## src/hw/rtl/harc_pkg.sv

```systemverilog
// shared widths, constants, register indexes and control types for the
// hold-and-average rate converter; no dependencies
`default_nettype none

package harc_pkg;

  localparam int SAMPLE_W = 16;
  localparam int RATE_W   = 18;
  localparam int CNT_W    = 18;
  localparam int PHASE_W  = 19;
  localparam int DUE_W    = 20;
  localparam int SUM_W    = 36;
  localparam int CFG_IDX_W = 2;

  localparam int MAX_RUN  = 64;
  localparam int RUN_W    = $clog2(MAX_RUN + 1);
  localparam logic [RUN_W-1:0] RUN_LAST = RUN_W'(MAX_RUN - 1);
  localparam logic [RUN_W-1:0] RUN_FULL = RUN_W'(MAX_RUN);

  localparam int DIV_STEPS = SUM_W;
  localparam int DIV_CNT_W = $clog2(DIV_STEPS);
  localparam logic [DIV_CNT_W-1:0] DIV_LAST = DIV_CNT_W'(DIV_STEPS - 1);

  localparam logic [CNT_W-1:0] COUNT_MAX = '1;

  localparam logic [RATE_W-1:0] SOURCE_RATE_RST = 18'd48000;
  localparam logic [RATE_W-1:0] TARGET_RATE_RST = 18'd8000;

  localparam logic [CFG_IDX_W-1:0] CFG_SOURCE_RATE = 2'd0;
  localparam logic [CFG_IDX_W-1:0] CFG_TARGET_RATE = 2'd1;
  localparam logic [CFG_IDX_W-1:0] CFG_STEREO      = 2'd2;

  typedef struct packed {
    logic capture;
    logic accumulate;
    logic avg_start;
    logic avg_emit;
    logic hold_emit;
    logic mod_start;
    logic phase_from_due;
    logic phase_from_rem;
  } cmd_t;

  typedef struct packed {
    logic hold_mode;
    logic due_ge_src;
    logic frames_full;
    logic run_full;
    logic div_busy;
    logic out_free;
  } sts_t;

endpackage

`default_nettype wire

```

## src/hw/rtl/harc_div.sv

```systemverilog
// two-lane iterative restoring divider, one quotient bit per cycle, shared
// 18-bit divisor; signed dividends, uses harc_pkg
`default_nettype none

module harc_div (
  input  wire logic                             clk,
  input  wire logic                             rst_n,
  input  wire logic                             start,
  input  wire logic signed [harc_pkg::SUM_W-1:0] dividend_a,
  input  wire logic signed [harc_pkg::SUM_W-1:0] dividend_b,
  input  wire logic        [harc_pkg::CNT_W-1:0] divisor,
  output logic                                  busy,
  output logic signed      [harc_pkg::SUM_W-1:0] quot_a,
  output logic signed      [harc_pkg::SUM_W-1:0] quot_b,
  output logic             [harc_pkg::CNT_W-1:0] rem_a
);

  function automatic logic [harc_pkg::CNT_W:0] div_step(
    input logic [harc_pkg::CNT_W-1:0] rem,
    input logic                       din,
    input logic [harc_pkg::CNT_W-1:0] d
  );
    logic [harc_pkg::CNT_W:0] trial;
    logic [harc_pkg::CNT_W:0] diff;
    trial = {rem, din};
    diff  = trial - {1'b0, d};
    if (trial >= {1'b0, d}) begin
      div_step = {diff[harc_pkg::CNT_W-1:0], 1'b1};
    end else begin
      div_step = {trial[harc_pkg::CNT_W-1:0], 1'b0};
    end
  endfunction

  logic                                busy_r;
  logic [harc_pkg::DIV_CNT_W-1:0]      step_r;
  logic [harc_pkg::CNT_W-1:0]          div_r;
  logic                                neg_a_r;
  logic                                neg_b_r;
  logic [harc_pkg::SUM_W-1:0]          qa_r;
  logic [harc_pkg::SUM_W-1:0]          qb_r;
  logic [harc_pkg::CNT_W-1:0]          ra_r;
  logic [harc_pkg::CNT_W-1:0]          rb_r;
  logic [harc_pkg::CNT_W:0]            sa_nxt;
  logic [harc_pkg::CNT_W:0]            sb_nxt;
  logic [harc_pkg::SUM_W-1:0]          mag_a;
  logic [harc_pkg::SUM_W-1:0]          mag_b;

  assign mag_a  = dividend_a[harc_pkg::SUM_W-1] ? -dividend_a : dividend_a;
  assign mag_b  = dividend_b[harc_pkg::SUM_W-1] ? -dividend_b : dividend_b;
  assign sa_nxt = div_step(ra_r, qa_r[harc_pkg::SUM_W-1], div_r);
  assign sb_nxt = div_step(rb_r, qb_r[harc_pkg::SUM_W-1], div_r);

  always_ff @(posedge clk) begin
    if (!rst_n) begin
      busy_r <= 1'b0;
      step_r <= '0;
    end else if (start) begin
      busy_r <= 1'b1;
      step_r <= '0;
    end else if (busy_r) begin
      step_r <= step_r + 1'b1;
      if (step_r == harc_pkg::DIV_LAST) begin
        busy_r <= 1'b0;
      end
    end
  end

  always_ff @(posedge clk) begin
    if (start) begin
      div_r   <= divisor;
      neg_a_r <= dividend_a[harc_pkg::SUM_W-1];
      neg_b_r <= dividend_b[harc_pkg::SUM_W-1];
      qa_r    <= mag_a;
      qb_r    <= mag_b;
      ra_r    <= '0;
      rb_r    <= '0;
    end else if (busy_r) begin
      qa_r <= {qa_r[harc_pkg::SUM_W-2:0], sa_nxt[0]};
      qb_r <= {qb_r[harc_pkg::SUM_W-2:0], sb_nxt[0]};
      ra_r <= sa_nxt[harc_pkg::CNT_W:1];
      rb_r <= sb_nxt[harc_pkg::CNT_W:1];
    end
  end

  assign busy   = busy_r;
  assign quot_a = neg_a_r ? -$signed(qa_r) : $signed(qa_r);
  assign quot_b = neg_b_r ? -$signed(qb_r) : $signed(qb_r);
  assign rem_a  = ra_r;

endmodule

`default_nettype wire

```

## src/hw/rtl/harc_datapath.sv

```systemverilog
// datapath: config registers, phase accumulator, channel sums, frame count,
// divider and output register; uses harc_pkg and harc_div
`default_nettype none

module harc_datapath (
  input  wire logic                                 clk,
  input  wire logic                                 rst_n,
  input  wire harc_pkg::cmd_t                       cmd,
  output harc_pkg::sts_t                            sts,
  input  wire logic                                 cfg_valid,
  input  wire logic [harc_pkg::CFG_IDX_W-1:0]       cfg_index,
  input  wire logic [harc_pkg::RATE_W-1:0]          cfg_data,
  input  wire logic signed [harc_pkg::SAMPLE_W-1:0] in_sample_left,
  input  wire logic signed [harc_pkg::SAMPLE_W-1:0] in_sample_right,
  input  wire logic                                 in_end_of_read,
  output logic                                      out_valid,
  input  wire logic                                 out_stall,
  output logic signed [harc_pkg::SAMPLE_W-1:0]      out_left,
  output logic signed [harc_pkg::SAMPLE_W-1:0]      out_right,
  output logic                                      out_last_of_run,
  output logic                                      out_read_end,
  output logic                                      out_run_capped
);

  logic [harc_pkg::RATE_W-1:0]          source_rate_r;
  logic [harc_pkg::RATE_W-1:0]          target_rate_r;
  logic                                 stereo_r;
  logic [harc_pkg::PHASE_W-1:0]         phase_due_r;
  logic signed [harc_pkg::SUM_W-1:0]    sum_left_r;
  logic signed [harc_pkg::SUM_W-1:0]    sum_right_r;
  logic [harc_pkg::CNT_W-1:0]           frames_r;
  logic [harc_pkg::DUE_W-1:0]           due_r;
  logic signed [harc_pkg::SAMPLE_W-1:0] samp_l_r;
  logic signed [harc_pkg::SAMPLE_W-1:0] samp_r_r;
  logic                                 rend_r;
  logic [harc_pkg::RUN_W-1:0]           run_cnt_r;
  logic                                 out_valid_r;

  logic [harc_pkg::RATE_W-1:0]          src;
  logic [harc_pkg::DUE_W-1:0]           src_ext;
  logic [harc_pkg::DUE_W-1:0]           due_sub;
  logic                                 hold_last;
  logic                                 hold_capped;
  logic                                 div_start;
  logic signed [harc_pkg::SUM_W-1:0]    div_a;
  logic signed [harc_pkg::SUM_W-1:0]    div_b;
  logic [harc_pkg::CNT_W-1:0]           div_d;
  logic                                 div_busy;
  logic signed [harc_pkg::SUM_W-1:0]    quot_a;
  logic signed [harc_pkg::SUM_W-1:0]    quot_b;
  logic [harc_pkg::CNT_W-1:0]           rem_a;

  assign src     = (source_rate_r == '0) ? harc_pkg::RATE_W'(1) : source_rate_r;
  assign src_ext = {{(harc_pkg::DUE_W - harc_pkg::RATE_W){1'b0}}, src};
  assign due_sub = due_r - src_ext;
  assign hold_last   = (due_sub < src_ext) || (run_cnt_r == harc_pkg::RUN_LAST);
  assign hold_capped = (run_cnt_r == harc_pkg::RUN_LAST) && (due_sub >= src_ext);

  assign sts.hold_mode   = src < target_rate_r;
  assign sts.due_ge_src  = due_r >= src_ext;
  assign sts.frames_full = frames_r == harc_pkg::COUNT_MAX;
  assign sts.run_full    = run_cnt_r == harc_pkg::RUN_FULL;
  assign sts.div_busy    = div_busy;
  assign sts.out_free    = !out_valid_r || !out_stall;

  // modulo of the leftover phase shares lane a with the left average
  assign div_start = cmd.avg_start || cmd.mod_start;
  assign div_a = cmd.mod_start ?
                 $signed({{(harc_pkg::SUM_W - harc_pkg::DUE_W){1'b0}}, due_r}) : sum_left_r;
  assign div_b = sum_right_r;
  assign div_d = cmd.mod_start ? src : frames_r;

  harc_div u_div (
    .clk        (clk),
    .rst_n      (rst_n),
    .start      (div_start),
    .dividend_a (div_a),
    .dividend_b (div_b),
    .divisor    (div_d),
    .busy       (div_busy),
    .quot_a     (quot_a),
    .quot_b     (quot_b),
    .rem_a      (rem_a)
  );

  always_ff @(posedge clk) begin
    if (!rst_n) begin
      source_rate_r <= harc_pkg::SOURCE_RATE_RST;
      target_rate_r <= harc_pkg::TARGET_RATE_RST;
      stereo_r      <= 1'b0;
    end else if (cfg_valid) begin
      case (cfg_index)
        harc_pkg::CFG_SOURCE_RATE: source_rate_r <= cfg_data;
        harc_pkg::CFG_TARGET_RATE: target_rate_r <= cfg_data;
        harc_pkg::CFG_STEREO:      stereo_r      <= cfg_data[0];
        default: ;
      endcase
    end
  end

  always_ff @(posedge clk) begin
    if (!rst_n) begin
      phase_due_r <= '0;
      sum_left_r  <= '0;
      sum_right_r <= '0;
      frames_r    <= '0;
      run_cnt_r   <= '0;
    end else begin
      if (cmd.capture) begin
        run_cnt_r <= '0;
      end else if (cmd.hold_emit) begin
        run_cnt_r <= run_cnt_r + 1'b1;
      end
      if (cmd.accumulate) begin
        sum_left_r  <= sum_left_r +
                       {{(harc_pkg::SUM_W - harc_pkg::SAMPLE_W){samp_l_r[harc_pkg::SAMPLE_W-1]}},
                        samp_l_r};
        sum_right_r <= sum_right_r +
                       {{(harc_pkg::SUM_W - harc_pkg::SAMPLE_W){samp_r_r[harc_pkg::SAMPLE_W-1]}},
                        samp_r_r};
        frames_r    <= frames_r + 1'b1;
      end else if (cmd.avg_emit) begin
        sum_left_r  <= '0;
        sum_right_r <= '0;
        frames_r    <= '0;
      end
      if (cmd.phase_from_due) begin
        phase_due_r <= due_r[harc_pkg::PHASE_W-1:0];
      end else if (cmd.phase_from_rem) begin
        phase_due_r <= {{(harc_pkg::PHASE_W - harc_pkg::CNT_W){1'b0}}, rem_a};
      end
    end
  end

  always_ff @(posedge clk) begin
    if (cmd.capture) begin
      samp_l_r <= in_sample_left;
      samp_r_r <= stereo_r ? in_sample_right : '0;
      rend_r   <= in_end_of_read;
      due_r    <= {1'b0, phase_due_r} + {{(harc_pkg::DUE_W - harc_pkg::RATE_W){1'b0}},
                                         target_rate_r};
    end else if (cmd.hold_emit || (cmd.avg_start && sts.due_ge_src)) begin
      due_r <= due_sub;
    end
  end

  always_ff @(posedge clk) begin
    if (!rst_n) begin
      out_valid_r <= 1'b0;
    end else if (cmd.hold_emit || cmd.avg_emit) begin
      out_valid_r <= 1'b1;
    end else if (!out_stall) begin
      out_valid_r <= 1'b0;
    end
  end

  always_ff @(posedge clk) begin
    if (cmd.hold_emit) begin
      out_left        <= samp_l_r;
      out_right       <= samp_r_r;
      out_last_of_run <= hold_last;
      out_read_end    <= hold_last && rend_r;
      out_run_capped  <= hold_capped;
    end else if (cmd.avg_emit) begin
      out_left        <= quot_a[harc_pkg::SAMPLE_W-1:0];
      out_right       <= stereo_r ? quot_b[harc_pkg::SAMPLE_W-1:0] : '0;
      out_last_of_run <= 1'b1;
      out_read_end    <= rend_r;
      out_run_capped  <= 1'b0;
    end
  end

  assign out_valid = out_valid_r;

endmodule

`default_nettype wire

```

## src/hw/rtl/harc_ctrl.sv

```systemverilog
// controller state machine: sequences capture, hold runs, averaging and
// phase write-back; uses harc_pkg command and status types
`default_nettype none

module harc_ctrl (
  input  wire logic           clk,
  input  wire logic           rst_n,
  input  wire logic           in_valid,
  output logic                in_stall,
  input  wire harc_pkg::sts_t sts,
  output harc_pkg::cmd_t      cmd
);

  localparam logic [2:0] ST_IDLE = 3'd0;
  localparam logic [2:0] ST_HOLD = 3'd1;
  localparam logic [2:0] ST_MOD  = 3'd2;
  localparam logic [2:0] ST_ACC  = 3'd3;
  localparam logic [2:0] ST_CHK  = 3'd4;
  localparam logic [2:0] ST_DIV  = 3'd5;

  logic [2:0] state_r;
  logic [2:0] state_nxt;

  always_comb begin
    cmd       = '0;
    state_nxt = state_r;
    case (state_r)
      ST_IDLE: begin
        if (in_valid) begin
          cmd.capture = 1'b1;
          state_nxt   = sts.hold_mode ? ST_HOLD : ST_ACC;
        end
      end
      ST_HOLD: begin
        if (!sts.due_ge_src) begin
          cmd.phase_from_due = 1'b1;
          state_nxt          = ST_IDLE;
        end else if (sts.run_full) begin
          cmd.mod_start = 1'b1;
          state_nxt     = ST_MOD;
        end else if (sts.out_free) begin
          cmd.hold_emit = 1'b1;
        end
      end
      ST_MOD: begin
        if (!sts.div_busy) begin
          cmd.phase_from_rem = 1'b1;
          state_nxt          = ST_IDLE;
        end
      end
      ST_ACC: begin
        cmd.accumulate = 1'b1;
        state_nxt      = ST_CHK;
      end
      ST_CHK: begin
        if (sts.due_ge_src || sts.frames_full) begin
          cmd.avg_start = 1'b1;
          state_nxt     = ST_DIV;
        end else begin
          cmd.phase_from_due = 1'b1;
          state_nxt          = ST_IDLE;
        end
      end
      ST_DIV: begin
        if (!sts.div_busy && sts.out_free) begin
          cmd.avg_emit       = 1'b1;
          cmd.phase_from_due = 1'b1;
          state_nxt          = ST_IDLE;
        end
      end
      default: begin
        state_nxt = ST_IDLE;
      end
    endcase
  end

  always_ff @(posedge clk) begin
    if (!rst_n) begin
      state_r <= ST_IDLE;
    end else begin
      state_r <= state_nxt;
    end
  end

  assign in_stall = state_r != ST_IDLE;

endmodule

`default_nettype wire

```

## src/hw/rtl/hold_and_average_rate_converter_core.sv

```systemverilog
// hold-and-average rate converter top level: controller plus datapath
// hold mode: one result per cycle while the output is not stalled, and the
//   item ends with a phase write-back after its last result; a capped run also
//   computes the phase remainder in the shared 36-step divider
// average mode: accumulate and check; an item with a result also waits for the 36-step divider
// reset: synchronous active-low, rates back to 48000/8000, mono, state cleared
`default_nettype none

module hold_and_average_rate_converter_core (
  input  wire logic                                 clk,
  input  wire logic                                 rst_n,
  input  wire logic                                 in_valid,
  output logic                                      in_stall,
  input  wire logic signed [harc_pkg::SAMPLE_W-1:0] in_sample_left,
  input  wire logic signed [harc_pkg::SAMPLE_W-1:0] in_sample_right,
  input  wire logic                                 in_end_of_read,
  output logic                                      out_valid,
  input  wire logic                                 out_stall,
  output logic signed [harc_pkg::SAMPLE_W-1:0]      out_left,
  output logic signed [harc_pkg::SAMPLE_W-1:0]      out_right,
  output logic                                      out_last_of_run,
  output logic                                      out_read_end,
  output logic                                      out_run_capped,
  input  wire logic                                 cfg_valid,
  output logic                                      cfg_ready,
  input  wire logic [harc_pkg::CFG_IDX_W-1:0]       cfg_index,
  input  wire logic [harc_pkg::RATE_W-1:0]          cfg_data
);

  harc_pkg::cmd_t cmd;
  harc_pkg::sts_t sts;

  assign cfg_ready = 1'b1;

  harc_ctrl u_ctrl (
    .clk      (clk),
    .rst_n    (rst_n),
    .in_valid (in_valid),
    .in_stall (in_stall),
    .sts      (sts),
    .cmd      (cmd)
  );

  harc_datapath u_dp (
    .clk             (clk),
    .rst_n           (rst_n),
    .cmd             (cmd),
    .sts             (sts),
    .cfg_valid       (cfg_valid),
    .cfg_index       (cfg_index),
    .cfg_data        (cfg_data),
    .in_sample_left  (in_sample_left),
    .in_sample_right (in_sample_right),
    .in_end_of_read  (in_end_of_read),
    .out_valid       (out_valid),
    .out_stall       (out_stall),
    .out_left        (out_left),
    .out_right       (out_right),
    .out_last_of_run (out_last_of_run),
    .out_read_end    (out_read_end),
    .out_run_capped  (out_run_capped)
  );

  // one item at a time
  a_one_item: assert property (@(posedge clk) disable iff (!rst_n)
    (in_valid && !in_stall) |=> in_stall)
    else $error("input taken while an item is in progress");

  // flags only on the final result of a run
  a_flags_on_last: assert property (@(posedge clk) disable iff (!rst_n)
    out_valid |-> (out_last_of_run || (!out_read_end && !out_run_capped)))
    else $error("read_end or run_capped on a result that is not last");

  // never overwrite a result still waiting
  a_no_overwrite: assert property (@(posedge clk) disable iff (!rst_n)
    (cmd.hold_emit || cmd.avg_emit) |-> (!out_valid || !out_stall))
    else $error("result register loaded while stalled");

endmodule

`default_nettype wire

```

## config.mk

```make
export PLATFORM = sky130hd
export DESIGN_NAME = hold_and_average_rate_converter_core
export DESIGN_NICKNAME = d
export VERILOG_FILES = /design/src/hw/rtl/harc_pkg.sv /design/src/hw/rtl/harc_div.sv /design/src/hw/rtl/harc_datapath.sv /design/src/hw/rtl/harc_ctrl.sv /design/src/hw/rtl/hold_and_average_rate_converter_core.sv
export SDC_FILE = /design/constraint.sdc
export NUM_CORES = 1
export LEC_CHECK = 0
export BUFFER_PORTS_ARGS = -buffer_cell sky130_fd_sc_hd__buf_2
export CORE_ASPECT_RATIO = 0.6
export CORE_UTILIZATION = 30
export CTS_CLUSTER_DIAMETER = 40
export DETAILED_ROUTE_END_ITERATION = 10
export RECOVER_POWER = 25
export REMOVE_ABC_BUFFERS = 1
export SLEW_MARGIN = 20
export SYNTH_ARGS = -nofsm -noshare
export SYNTH_HDL_FRONTEND = slang
export SYNTH_SLANG_ARGS = --single-unit
```

## constraint.sdc

```tcl
create_clock -name clk -period 7.45 [get_ports clk]
set_input_delay 1.8625 -clock clk [delete_from_list [all_inputs] [get_ports clk]]
set_output_delay 1.8625 -clock clk [all_outputs]
set_load 0.01 [all_outputs]
```

Word-level counts from Yosys, hierarchy flattened
Cells that the tools add are included.

Input port bits: 58. Bits in latches: 0. Bits in read-only memories: 0. Memories kept: 0. Word-level logic and storage cells: 155. Output and inout port bits: 38. Register bits: 380. Bits in writable memories: 0.

Equality and inequality tests: 16. Shift-type cells: 0. Multiplexer cells: 63. Bitwise gates (word level): 1. Multiply operators: 0. Add/sub/neg operators: 13. Div/mod/pow operators: 0. Reductions and logical operators: 28. Magnitude comparators: 6.

Operator list (count): $mux W36 (10); $mux W16 (7); $mux W19 (4); $add A36 B36 Y36 (2); $mux W18 (4); $neg A36 Y36 (2); $ge A20 B18 Y1 (2); $mux W20 (2); $ge A19 B18 Y1 (2); $sub A18 B18 Y18 (2); $neg A16 Y16 (2); $mux W1 (25); $add A19 B18 Y20 (1); $lt A20 B18 Y1 (1); $sub A20 B18 Y20 (1); $add A18 B1 Y18 const B (1); $eq A18 B18 Y1 const B (1); $logic_not A18 Y1 (1); $lt A18 B18 Y1 (1); $mux W3 (6); $pmux W3 S6 (1); $reduce_bool A2 Y1 (5); $add A7 B1 Y7 const B (1); $eq A7 B6 Y1 const B (1); other kinds (23) (42).

Logic depth before layout (Yosys ltp)
Word-level depth: 10. Depth in mapped cells: 24. Mapped depth without buffers: 23.

Modules after synthesis
From an unflattened synthesis, not the netlist that was laid out.

Cell total of the unflattened synthesis: 3007. Area total of the unflattened synthesis: 26410.3 um2.

By module, submodules not included: harc_datapath (cells an instance 1814, instances 1, area an instance 16046.6 um2); harc_div (cells an instance 1147, instances 1, area an instance 10040.9 um2); harc_ctrl (cells an instance 44, instances 1, area an instance 311.5 um2); hold_and_average_rate_converter_core (cells an instance 2, instances 1, area an instance 11.3 um2).

Worst setup path before layout
Ideal clock, no wire load.

Path type: register to register. Start point: reg u_dp.source_rate_r[4] (netlist bit). End point: reg u_dp.u_div.qa_r[28] (netlist bit), data pin. Data required time: 7176 ps. Arrival: 4995 ps. Cell stages (with the launch flop): 24. Library setup time: 274 ps. Buffers on the path: 1. Setup slack: 2180 ps. Period minus slack after synthesis: 5270 ps. Path through: dfxtp_1 > nor4_1 > and3_1 > a31o_2 > ha_1 > fa_1 > nor2b_1 > o31a_1 > o31a_1 > o21a_1 > o21ai_0 > and2_1 > clkbuf_1 > nor2_1 > a21oi_1 > ha_1 > nand4_1 > or3_1 > nor3_1 > inv_1 > or4_1 > o41ai_1 > xor2_1 > a211oi_1.

Word-level cells in the longest chain between the ends: 9. Elaborated cells on any way between the ends: 13.

RTL lines: start: declaration (RTL line harc_datapath.sv:25) `logic [harc_pkg::RATE_W-1:0] source_rate_r;`; start signal: assignment (RTL line harc_datapath.sv:88) `source_rate_r <= harc_pkg::SOURCE_RATE_RST;`; start signal: assignment (RTL line harc_datapath.sv:93) `harc_pkg::CFG_SOURCE_RATE: source_rate_r <= cfg_data;`; $logic_not A18 Y1 (RTL line harc_datapath.sv:53) `assign src = (source_rate_r == '0) ? harc_pkg::RATE_W'(1) : source_rate_r;`; $mux W18 (*) (RTL line harc_datapath.sv:53); $ge A20 B18 Y1 (*) (RTL line harc_datapath.sv:60) `assign sts.due_ge_src = due_r >= src_ext;`; $mux W2 (RTL line harc_ctrl.sv:35) `if (!sts.due_ge_src) begin`; $mux W2 (RTL line harc_ctrl.sv:27) `case (state_r)`; $mux W36 (RTL line harc_datapath.sv:68) `assign div_a = cmd.mod_start ?`; $neg A36 Y36 (RTL line harc_div.sv:48) `assign mag_a = dividend_a[harc_pkg::SUM_W-1] ? -dividend_a : dividend_a;`; $mux W36 (RTL line harc_div.sv:48); $mux W36 (*) (RTL line harc_div.sv:69) `if (start) begin`; end signal: assignment (RTL line harc_div.sv:73) `qa_r <= mag_a;`; end signal: assignment (RTL line harc_div.sv:78) `qa_r <= {qa_r[harc_pkg::SUM_W-2:0], sa_nxt[0]};`; end: declaration (RTL line harc_div.sv:39) `logic [harc_pkg::SUM_W-1:0] qa_r;`.

Every way passes the cells marked *; elsewhere a longest branch is shown, timed or not. A chain may end at the register's enable or synchronous reset.

Final worst setup path
Start point: in rst_n. End point: reg u_dp.target_rate_r[9] (netlist bit).

RTL lines: start: declaration (RTL line hold_and_average_rate_converter_core.sv:11) `input wire logic rst_n,`; end signal: assignment (RTL line harc_datapath.sv:89) `target_rate_r <= harc_pkg::TARGET_RATE_RST;`; end signal: assignment (RTL line harc_datapath.sv:94) `harc_pkg::CFG_TARGET_RATE: target_rate_r <= cfg_data;`; end: declaration (RTL line harc_datapath.sv:26) `logic [harc_pkg::RATE_W-1:0] target_rate_r;`.

No word-level cell between the ends.

==> impl_results.md <==
* Die Outline Area at 0.08473 mm^2
* Start-to-end type of the worst setup path: in2reg
* Worst Tran Pin Value at around 3400 ps
* Std cell rows at 81
* Number of levels the H-tree was split into at 2
* Static power due to leakage at 11.48 nW
* Post-CTS resize count at 0
* Number of antenna violations at the first check in global routing at 3
* Start point of the critical path: rst_n
* Wire length of the first global-routing pass at roughly 120 mm
* 1st-pass router iterations at 6
* Max-cap check violation count at 5
* Non-filler cells, final at about 4,000
* Number of warnings reported in the yosys synthesis log at 0
* RSZ-0062 raised after global routing: false
* Port bufs at 94
* IR Drop Worst-Case VDD at between 150 and 200 uV
* Relative slew slack at -125.4%
* Layout cells sized above 1 at 6.897%
* Post-Route WL at 80.93 mm
* Share of synthesized flip-flops with an asynchronous set or reset at 0%
* End of the worst register-to-register path: u_dp.u_div.qa_r[28]
* Number of vias per cell at 5.404
* Clock latency of the later-clocked register in the worst-skew pair at approximately 600 ps
* Capturing element type of the critical path: flip-flop
* CTS tree: done
* Via total after detailed routing at 21,820
* Crit path capture: u_dp.target_rate_r[9]
* Number of antenna cells inserted at 0
* Violated checks: capacitance limit, slew limit
* Total of endpoints with negative setup slack in the final report at 0
* Sequential element share of the synthesized area at 37.55%
* Arrival time of the worst setup path at 7080 ps
* Number of placed cells counting well taps at slightly below 4,000
* Post-CTS Hold Buffers at 0
* Final critical path time including I/O delays and setup at 6728 ps
* Final max-slew violation count at 224
* Sum of negative setup slack at 0 ps
* First DRT Iteration DRCs at ~2,500
* Top-level I/O count at 96
* Routed Antenna Nets at 0
* Sink Count at 380
* Fin crit share at 90.30%
* Power per unit of standard cell area at 332.7 mW/mm^2
* DRC Markers at 0
* Clock slew seen by the registers of the worst setup and hold paths at 60 ps
* Setup slack of the worst register-to-register path at 960 ps
* GRT Residual Overflow at 0
* Maximum clock rate at 0.1486 GHz
* Status: finished with violations
* Max FO, Critical Path at 63
* Placer's final routability congestion estimate at 0.9408
* Max Buffers Root-to-Sink at 3
* Launch instance of the worst register-to-register path: u_dp.source_rate_r[12]
* Number of flops mapped to enable cells by yosys at 180
* Clk_skew at 31.66 ps
* Synth-to-layout area growth at 12.81%
* Die X-Extent at 375.1 um
* Instance count of the mapped netlist at 2,881
* Number of different library cells in the post-synthesis netlist at 76
* Area of the mapped netlist at 0.02506 mm^2
* Height of the die at around 230 um
* Placeable core region at 0.08209 mm^2
* Leading register cell type out of synthesis: sky130_fd_sc_hd__dfxtp_1
* Post-detail-place hpwl at 59.67 mm
* Critical Path Start Type: primary input
* Number of buffers created by CTS at 47
* Overall fraction of global-route tracks in use at 18.60%
* Number of failing hold endpoints at the final stage at 0
* Critical path required time at 7800 ps
* Mean instance size in the synthesized netlist at slightly below 9 um^2
* Reg2Reg Depth at 23
* Number of global-route vias before repair at around 19,000
* Count of nets after finishing at 3,168
* Buffers inserted during post-CTS setup optimization at 0
* Seq cells post-synth at 380
* Effective utilization at floorplan at 30.53%
* Routed wire per std cell at between 20 and 25 um
* Cell at the root of the clock tree: sky130_fd_sc_hd__clkbuf_16
* Pin count of the biggest net entering global routing at between 100 and 150
* Tot Pwr at about 9.4 mW
* Path type of the worst min-delay path: reg2reg
-- power breakdown --
group / internal (mW) / switching [mW]
Clock: 1.47 / 1.02
Combinational: 1.47 / 2.28
Sequential: 2.67 / 0.481
-- area by class of cell --
cell class / instances / area [um^2]
clock inverters: 33 / 411.6
fillers: 8490 / 53820
repair buffers: 127 / 666.9
well taps: 1079 / 1350
inverters: 104 / 391.6
multi-input cells: 2259 / 14780
flip-flops and latches: 380 / 9410
clock buffers: 55 / 1257
-- synthesized netlist by cell type (46+ instances only) --
| cell | instances | area share (%) |
|---|---|---|
| sky130_fd_sc_hd__a21o_1 | 70 | 2.1 |
| sky130_fd_sc_hd__a21oi_1 | 224 | 4.5 |
| sky130_fd_sc_hd__and2_1 | 46 | 1.1 |
| sky130_fd_sc_hd__clkbuf_1 | 129 | 1.9 |
| sky130_fd_sc_hd__dfxtp_1 | 200 | 16 |
| sky130_fd_sc_hd__edfxtp_1 | 180 | 22 |
| sky130_fd_sc_hd__ha_1 | 185 | 9.2 |
| sky130_fd_sc_hd__inv_1 | 103 | 1.5 |
| sky130_fd_sc_hd__mux2i_1 | 46 | 1.8 |
| sky130_fd_sc_hd__nand2_1 | 358 | 5.4 |
| sky130_fd_sc_hd__nand3_1 | 86 | 1.7 |
| sky130_fd_sc_hd__nor2_1 | 187 | 2.8 |
| sky130_fd_sc_hd__o21ai_0 | 223 | 4.5 |
| sky130_fd_sc_hd__xnor2_1 | 90 | 3.1 |
| sky130_fd_sc_hd__xor2_1 | 121 | 4.2 |
-- cells in the final DEF, fill, tap and decap left out, types with 27 or more instances in the layout --
master,netlist,layout
sky130_fd_sc_hd__nand2b_1,28,28
sky130_fd_sc_hd__nor2b_1,44,44
sky130_fd_sc_hd__edfxtp_1,180,180
sky130_fd_sc_hd__o211ai_1,27,27
sky130_fd_sc_hd__o31ai_1,31,31
sky130_fd_sc_hd__nand2_1,358,357
sky130_fd_sc_hd__ha_1,185,185
sky130_fd_sc_hd__clkbuf_1,129,54
sky130_fd_sc_hd__dfxtp_1,200,199
sky130_fd_sc_hd__o21a_1,29,29
sky130_fd_sc_hd__o21ai_0,223,223
sky130_fd_sc_hd__a21o_1,70,70
sky130_fd_sc_hd__inv_1,103,102
sky130_fd_sc_hd__nor3_1,42,42
sky130_fd_sc_hd__buf_2,0,49
sky130_fd_sc_hd__xnor2_1,90,90
sky130_fd_sc_hd__xor2_1,121,121
sky130_fd_sc_hd__a21boi_0,40,40
sky130_fd_sc_hd__and2_1,46,37
sky130_fd_sc_hd__a21oi_1,224,224
sky130_fd_sc_hd__mux2i_1,46,46
sky130_fd_sc_hd__clkbuf_16,0,48
sky130_fd_sc_hd__and3_1,35,35
sky130_fd_sc_hd__nor2_1,187,185
sky130_fd_sc_hd__a211oi_1,28,28
sky130_fd_sc_hd__nand3_1,86,86
-- through the flow --
| stage | worst slack (ps) | utilization, % | hold WS, ps | area (um^2) |
|---|---|---|---|---|
| detailed placement | 1087 | 32.46 | 475.6 | 26650 |
| global route | 432.5 | 34.44 | 510.6 | 28270 |
| CTS | 1052 | 34.49 | 485.9 | 28310 |
| finish | 722.5 | 34.44 | 487.0 | 28270 |
| floorplan | 1358 | - | 443.0 | 24540 |
| global placement | 1244 | 32.46 | 452.9 | 26650 |
-- sequential cells by signal (all words and copies together), names as in the netlist, 3 cells and up --
name	cells
u_ctrl.state_r	3
u_dp.div_b	36
u_dp.due_r	20
u_dp.frames_r	18
u_dp.out_left	16
u_dp.out_right	16
u_dp.phase_due_r	19
u_dp.run_cnt_r	7
u_dp.samp_l_r	16
u_dp.samp_r_r	16
u_dp.source_rate_r	18
u_dp.sum_left_r	36
u_dp.target_rate_r	18
u_dp.u_div.div_r	18
u_dp.u_div.qa_r	36
u_dp.u_div.qb_r	36
u_dp.u_div.rb_r	18
u_dp.u_div.rem_a	18
u_dp.u_div.step_r	6
-- cells by family (layout without fill, tap and decap cells) --
group	Yosys count	in the layout	share of synthesized area, %
xor gates and xnor gates	211	211	7.374
other	1	1	0.01496
adders and majority gates	191	191	9.716
buffers and inverters	242	319	3.640
AOI/OAI and AO/OA	842	842	21.24
DFF	380	380	37.55
muxes	49	49	1.972
and+or+nand+nor	965	965	18.50
-- how the worst min path moves through the flow --
stage / from / endpoint / slack [ps] / depth (start not counted)
after floorplan: u_dp.source_rate_r[0] / u_dp.source_rate_r[0] / 440 / 2
after global placement: u_dp.source_rate_r[0] / u_dp.source_rate_r[0] / 450 / 2
after detailed placement: u_dp.u_div.rb_r[17] / u_dp.u_div.rb_r[17] / 480 / 2
after CTS: u_dp.u_div.rb_r[17] / u_dp.u_div.rb_r[17] / 490 / 2
after global routing: u_dp.u_div.rb_r[17] / u_dp.u_div.rb_r[17] / 510 / 2
final: u_dp.u_div.rb_r[17] / u_dp.u_div.rb_r[17] / 490 / 2
-- critical path, cell delays in order --
cell	delay, ps
sky130_fd_sc_hd__clkbuf_1	1000
sky130_fd_sc_hd__clkbuf_1	2470
sky130_fd_sc_hd__clkbuf_1	1450
sky130_fd_sc_hd__o211ai_1	230
-- routing by layer --
metal,vias up,GRT usage (%),routed length (um)
met4,0,2.515,858
met5,-,0,0
met3,75,6.047,9412
met2,881,22.71,28140
met1,10300,30.44,42510
li1,10560,-,-
Power figures use the tool's default switching activity.
